**src/design/gn2d_pkg.sv**
```systemverilog
// shared constants and the sine lookup for the gradient noise block
package gn2d_pkg;

   localparam logic [31:0] MIX_MUL_A = 32'h7feb352d;
   localparam logic [31:0] MIX_MUL_B = 32'h846ca68b;
   localparam logic [7:0]  COS_PHASE = 8'd64;
   localparam logic signed [17:0] ONE_Q16 = 18'sd65536;
   localparam int CORNER_LATENCY = 8;
   localparam int FADE_LATENCY = 8;

   typedef logic [15:0] qsine_row_type [0:64];

   localparam qsine_row_type QUARTER_SINE = '{
      16'd0, 16'd401, 16'd804, 16'd1206, 16'd1606, 16'd2005, 16'd2404, 16'd2802,
      16'd3197, 16'd3590, 16'd3981, 16'd4370, 16'd4756, 16'd5140, 16'd5520, 16'd5897,
      16'd6270, 16'd6639, 16'd7006, 16'd7366, 16'd7723, 16'd8076, 16'd8423, 16'd8765,
      16'd9103, 16'd9434, 16'd9760, 16'd10079, 16'd10394, 16'd10702, 16'd11004,
      16'd11297, 16'd11585, 16'd11865, 16'd12141, 16'd12406, 16'd12665, 16'd12916,
      16'd13160, 16'd13396, 16'd13623, 16'd13843, 16'd14053, 16'd14256, 16'd14449,
      16'd14634, 16'd14811, 16'd14978, 16'd15137, 16'd15286, 16'd15426, 16'd15557,
      16'd15678, 16'd15791, 16'd15892, 16'd15986, 16'd16069, 16'd16143, 16'd16207,
      16'd16261, 16'd16305, 16'd16340, 16'd16364, 16'd16379, 16'd16384
   };

   // full-circle sine in q2.14 from the quarter wave
   function automatic logic signed [15:0] sine_lookup(input logic [7:0] idx);
      logic [15:0] mag;
      if (idx <= 8'd64) begin
         mag = QUARTER_SINE[7'(idx)];
      end else if (idx <= 8'd128) begin
         mag = QUARTER_SINE[7'(8'd128 - idx)];
      end else if (idx <= 8'd192) begin
         mag = QUARTER_SINE[7'(idx - 8'd128)];
      end else begin
         mag = QUARTER_SINE[7'(9'd256 - {1'b0, idx})];
      end
      if (idx > 8'd128) begin
         sine_lookup = -$signed(mag);
      end else begin
         sine_lookup = $signed(mag);
      end
   endfunction

endpackage

```
**src/design/gn2d_fade.sv**
```systemverilog
// quintic fade curve in q0.16, delayed to line up with the corner dots
module gn2d_fade
   import gn2d_pkg::*;
(
   input  logic               clock,
   input  logic               en,
   input  logic [15:0]        w,
   output logic signed [17:0] f
);

   localparam int DELAY = FADE_LATENCY - 3;

   logic signed [17:0] ws, w1_ff, w1_in;
   logic signed [17:0] w2_ff, w2_in, w3_ff, w3_in, f_ff, f_in;
   logic signed [21:0] p_ff, p_ff2, p_in, t6;
   logic signed [37:0] wt;
   logic signed [39:0] fp;
   logic signed [35:0] sq, cb;
   logic signed [17:0] dly_ff [0:DELAY-1];

   always_comb begin
      ws    = $signed({2'b00, w});
      sq    = 36'(ws * ws);
      w2_in = 18'(sq >>> 16);
      t6    = 22'(ws) * 22'sd6 - 22'sd983040;
      wt    = 38'(ws * t6);
      p_in  = 22'(wt >>> 16) + 22'sd655360;
      w1_in = ws;
      cb    = 36'(w2_ff * w1_ff);
      w3_in = 18'(cb >>> 16);
      fp    = 40'(w3_ff * p_ff2);
      f_in  = 18'(fp >>> 16);
   end

   always_ff @(posedge clock) begin
      if (en) begin
         w1_ff <= w1_in;
         w2_ff <= w2_in;
         p_ff  <= p_in;
         w3_ff <= w3_in;
         p_ff2 <= p_ff;
         f_ff  <= f_in;
         dly_ff[0] <= f_ff;
         for (int i = 1; i < DELAY; i++) begin
            dly_ff[i] <= dly_ff[i-1];
         end
      end
   end

   assign f = dly_ff[DELAY-1];

endmodule

```
**config.mk**
```make
export PLATFORM = sky130hd
export DESIGN_NAME = gn2d_fade
export DESIGN_NICKNAME = d
export VERILOG_FILES = /design/src/design/gn2d_pkg.sv /design/src/design/gn2d_fade.sv
export SDC_FILE = /design/constraint.sdc
export NUM_CORES = 2
export LEC_CHECK = 0
export ABC_CLOCK_PERIOD_IN_PS = 9900
export BUFFER_PORTS_ARGS = -buffer_cell sky130_fd_sc_hd__buf_2
export CAP_MARGIN = 20
export CORE_MARGIN = 4
export CORE_UTILIZATION = 38
export CTS_CLUSTER_DIAMETER = 150
export CTS_CLUSTER_SIZE = 30
export DETAILED_ROUTE_END_ITERATION = 10
export SLEW_MARGIN = 5
export SYNTH_ARGS = -nofsm -noshare
export SYNTH_HDL_FRONTEND = slang
export SYNTH_SLANG_ARGS = --single-unit
```
**constraint.sdc**
```tcl
create_clock -name clock -period 9.9 [get_ports clock]
set_input_delay 0 -clock clock [delete_from_list [all_inputs] [get_ports clock]]
set_output_delay 0 -clock clock [all_outputs]
set_load 0.02 [all_outputs]
```
==> results.cfg <==
[status]
status = finished clean

[sta]
rsz0062_at_grt = no
fmax_ghz = 0.108
relSlewSlack_pct = 27.5
fin_crit_ps = 9280
slew_violations = 0
setup_viol = 0
finalCritPeriodShare_pct = 93.8
clock_skew_ps = 15.1
hold_viol_final = 0
worst_pin_slew_ps = 1090

[setup_path]
cp.buffers_inverters = 10
cpMaxStageDelayCell = fa_1
path_delay_family = adder cells
crit_path_end_kind = register
cp_slowest_stage_delay_ps = 550
criticalPathCategory = in -> reg
cp_max_fo = 13
crit_arrival_ps = 9520
crit_required_ps = 10140
cpMostUsedCell = fa_1
cp-start-kind = input pin

[synthesis]
synthCells = 4508
synth_area_per_cell_sq_um = 9.77
synth-edff-count = 200
syn-num-nets = 5902
synth.distinct_cells = 68
ys_seq_area_share_pct = 13.6
synth-async-reset-ratio_pct = 0
ys.flop_type = edfxtp_1
netlist_area_sq_mm = 0.0440
ys_warn_count = 0
ys_seq_elements = 200

[placed_design]
place_area_sq_mm = 0.0462
io_buffers = 35
place.gp.congestion = 0.859
place_hpwl_um = 81200

[clocking]
cts_buffers = 17
clk_latency_ps = 490
clockBufferDepth = 2
path_clk_slew_ps = 90
clock-sinks = 200
cts-root-buf = clkbuf_16
cts_max_level = 4
cts_tree = built

[hold_path]
holdCritPathClass = in -> reg

[grt]
grt_use_total_pct = 17.6
grt_pass1_wl_um = 169000
grt_antenna_before_repair = 0
grt_overflow = 0
grt_start_max_net_pins = 80
grt_pass1_vias = 32100

[floorplan]
dieWidth_um = 348
dieHeight_um = 348
ios = 36
design.die.area_sq_mm = 0.121
initial_core_util_pct = 38.4
core_area_sq_mm = 0.115
num_rows = 124

[finish]
fillers = 11200
multi_input_area_sq_mm = 0.0328
seq_area_sq_mm = 0.00601
final_nets = 5892
area_growth_pct = 6.74
drive_above_1_share_pct = 5.17
fin_area_sq_mm = 0.0470
insertedDiodeCount = 0

[route]
viasPerCell = 4.80
drc_errors = 0
drtIter0Drc = 1346
drt-total-wl_um = 101000
wire_per_inst_um = 16.7
vias = 28900
ant_nets = 0
firstDrtPassIters = 5

[job]
maxCapViolCount = 0
==> registers in the layout, indices dropped and copies added (netlist names) <==
name    count
dly_ff     90
f_ff       18
p_ff       22
p_ff2      22
w1_ff      16
w2_ff      16
w3_ff      16
==> metal layers <==
layer  track usage [%]  vias up  wire [um]
met5                 0        -          0
met4              4.51        0       2260
met3              1.87      128       4350
met2              30.7      648      49900
met1              23.5    15000      44200
li1                  -    13100          -
==> Yosys cell counts (all sizes together) (3+ instances only) <==
| master | count | share of area, % |
|---|---|---|
| clkbuf | 151 | 1.3 |
| nand2 | 626 | 5.3 |
| nand4 | 12 | 0.17 |
| nand3 | 14 | 0.16 |
| a21boi | 4 | 0.068 |
| and3 | 7 | 0.099 |
| xnor2 | 80 | 1.6 |
| o21ai | 32 | 0.37 |
| nor2b | 13 | 0.18 |
| edfxtp | 200 | 14 |
| nor2 | 129 | 1.1 |
| xor2 | 23 | 0.46 |
| a2111oi | 3 | 0.10 |
| mux2 | 14 | 0.37 |
| o21a | 17 | 0.29 |
| ha | 389 | 11 |
| a211o | 3 | 0.060 |
| mux2i | 9 | 0.20 |
| nand2b | 32 | 0.45 |
| clkinv | 5 | 0.043 |
| a21o | 29 | 0.49 |
| a21oi | 51 | 0.58 |
| a31oi | 7 | 0.13 |
| fa | 987 | 45 |
| inv | 1234 | 11 |
| or2 | 4 | 0.057 |
| buf | 28 | 0.41 |
| or3 | 7 | 0.099 |
| nand4b | 3 | 0.060 |
| nor3b | 3 | 0.051 |
| a211oi | 4 | 0.080 |
| nor3 | 30 | 0.34 |
| and2 | 323 | 4.6 |
==> cell type report <==
class                   count  area share [%]
multi-input cells        2890            69.7
flip-flops and latches    200            12.8
inverters                1239            9.90
well taps                1512            4.02
repair buffers            150            2.27
clock buffers              17           0.905
clock inverters            15           0.381
==> stage by stage <==
step | setup slack (ps) | hold WS (ps) | TNS (ps) | utilization (%) | instances
after CTS | 80.5 | 27.7 | 0 | 40.9 | 6019
final | 617 | 91.3 | 0 | 41.0 | 6023
after floorplan | 33.9 | 98.9 | 0 | - | 4508
after global placement | -32.1 | 400 | -32.1 | 40.3 | 5982
after detailed placement | -106 | 405 | -106 | 40.3 | 5982
after global routing | 33.0 | 56.7 | 0 | 41.0 | 6023
==> cells in the final DEF (no fill, tap or decap), drive strengths merged, types with 32 or more instances in the layout <==
cell / instances
inv: 1239
a21oi: 51
nand2: 626
xnor2: 80
nor2: 129
ha: 389
buf: 144
nand2b: 32
and2: 323
o21ai: 32
edfxtp: 200
fa: 987
==> kinds of logic (layout without fill, tap and decap cells) <==
family / count (synthesis) / after routing / synth area share (%)
AO/OA/AOI/OAI: 177 / 177 / 2.72
adder cells (fa/ha/maj): 1376 / 1376 / 55.9
multiplexers: 23 / 23 / 0.571
flip-flops: 200 / 200 / 13.6
buffers and inverters: 1418 / 1421 / 12.3
AND/OR/NAND/NOR: 1211 / 1211 / 12.8
XOR/XNOR: 103 / 103 / 2.05
==> repair_timing <==
item,in CTS,in global routing
setup endpoints to repair,0,1
hold buffers,5,0
hold endpoints to repair,52,0
buffers inserted,0,4
resized for setup,0,36
==> path summary, 6_finish.rpt <==
path,to,cells past startpoint,slack [ps],startpoint
max,p_ff[21],44,620,w[2]
max reg2reg,f_ff[17],22,2340,w3_ff[7]
min reg2reg,dly_ff[0][3],0,420,f_ff[3]
min,w1_ff[3],2,90,w[3]
Power is not shown: default switching activity piles up to over one toggle a cycle in this logic, so the estimate is an artifact.
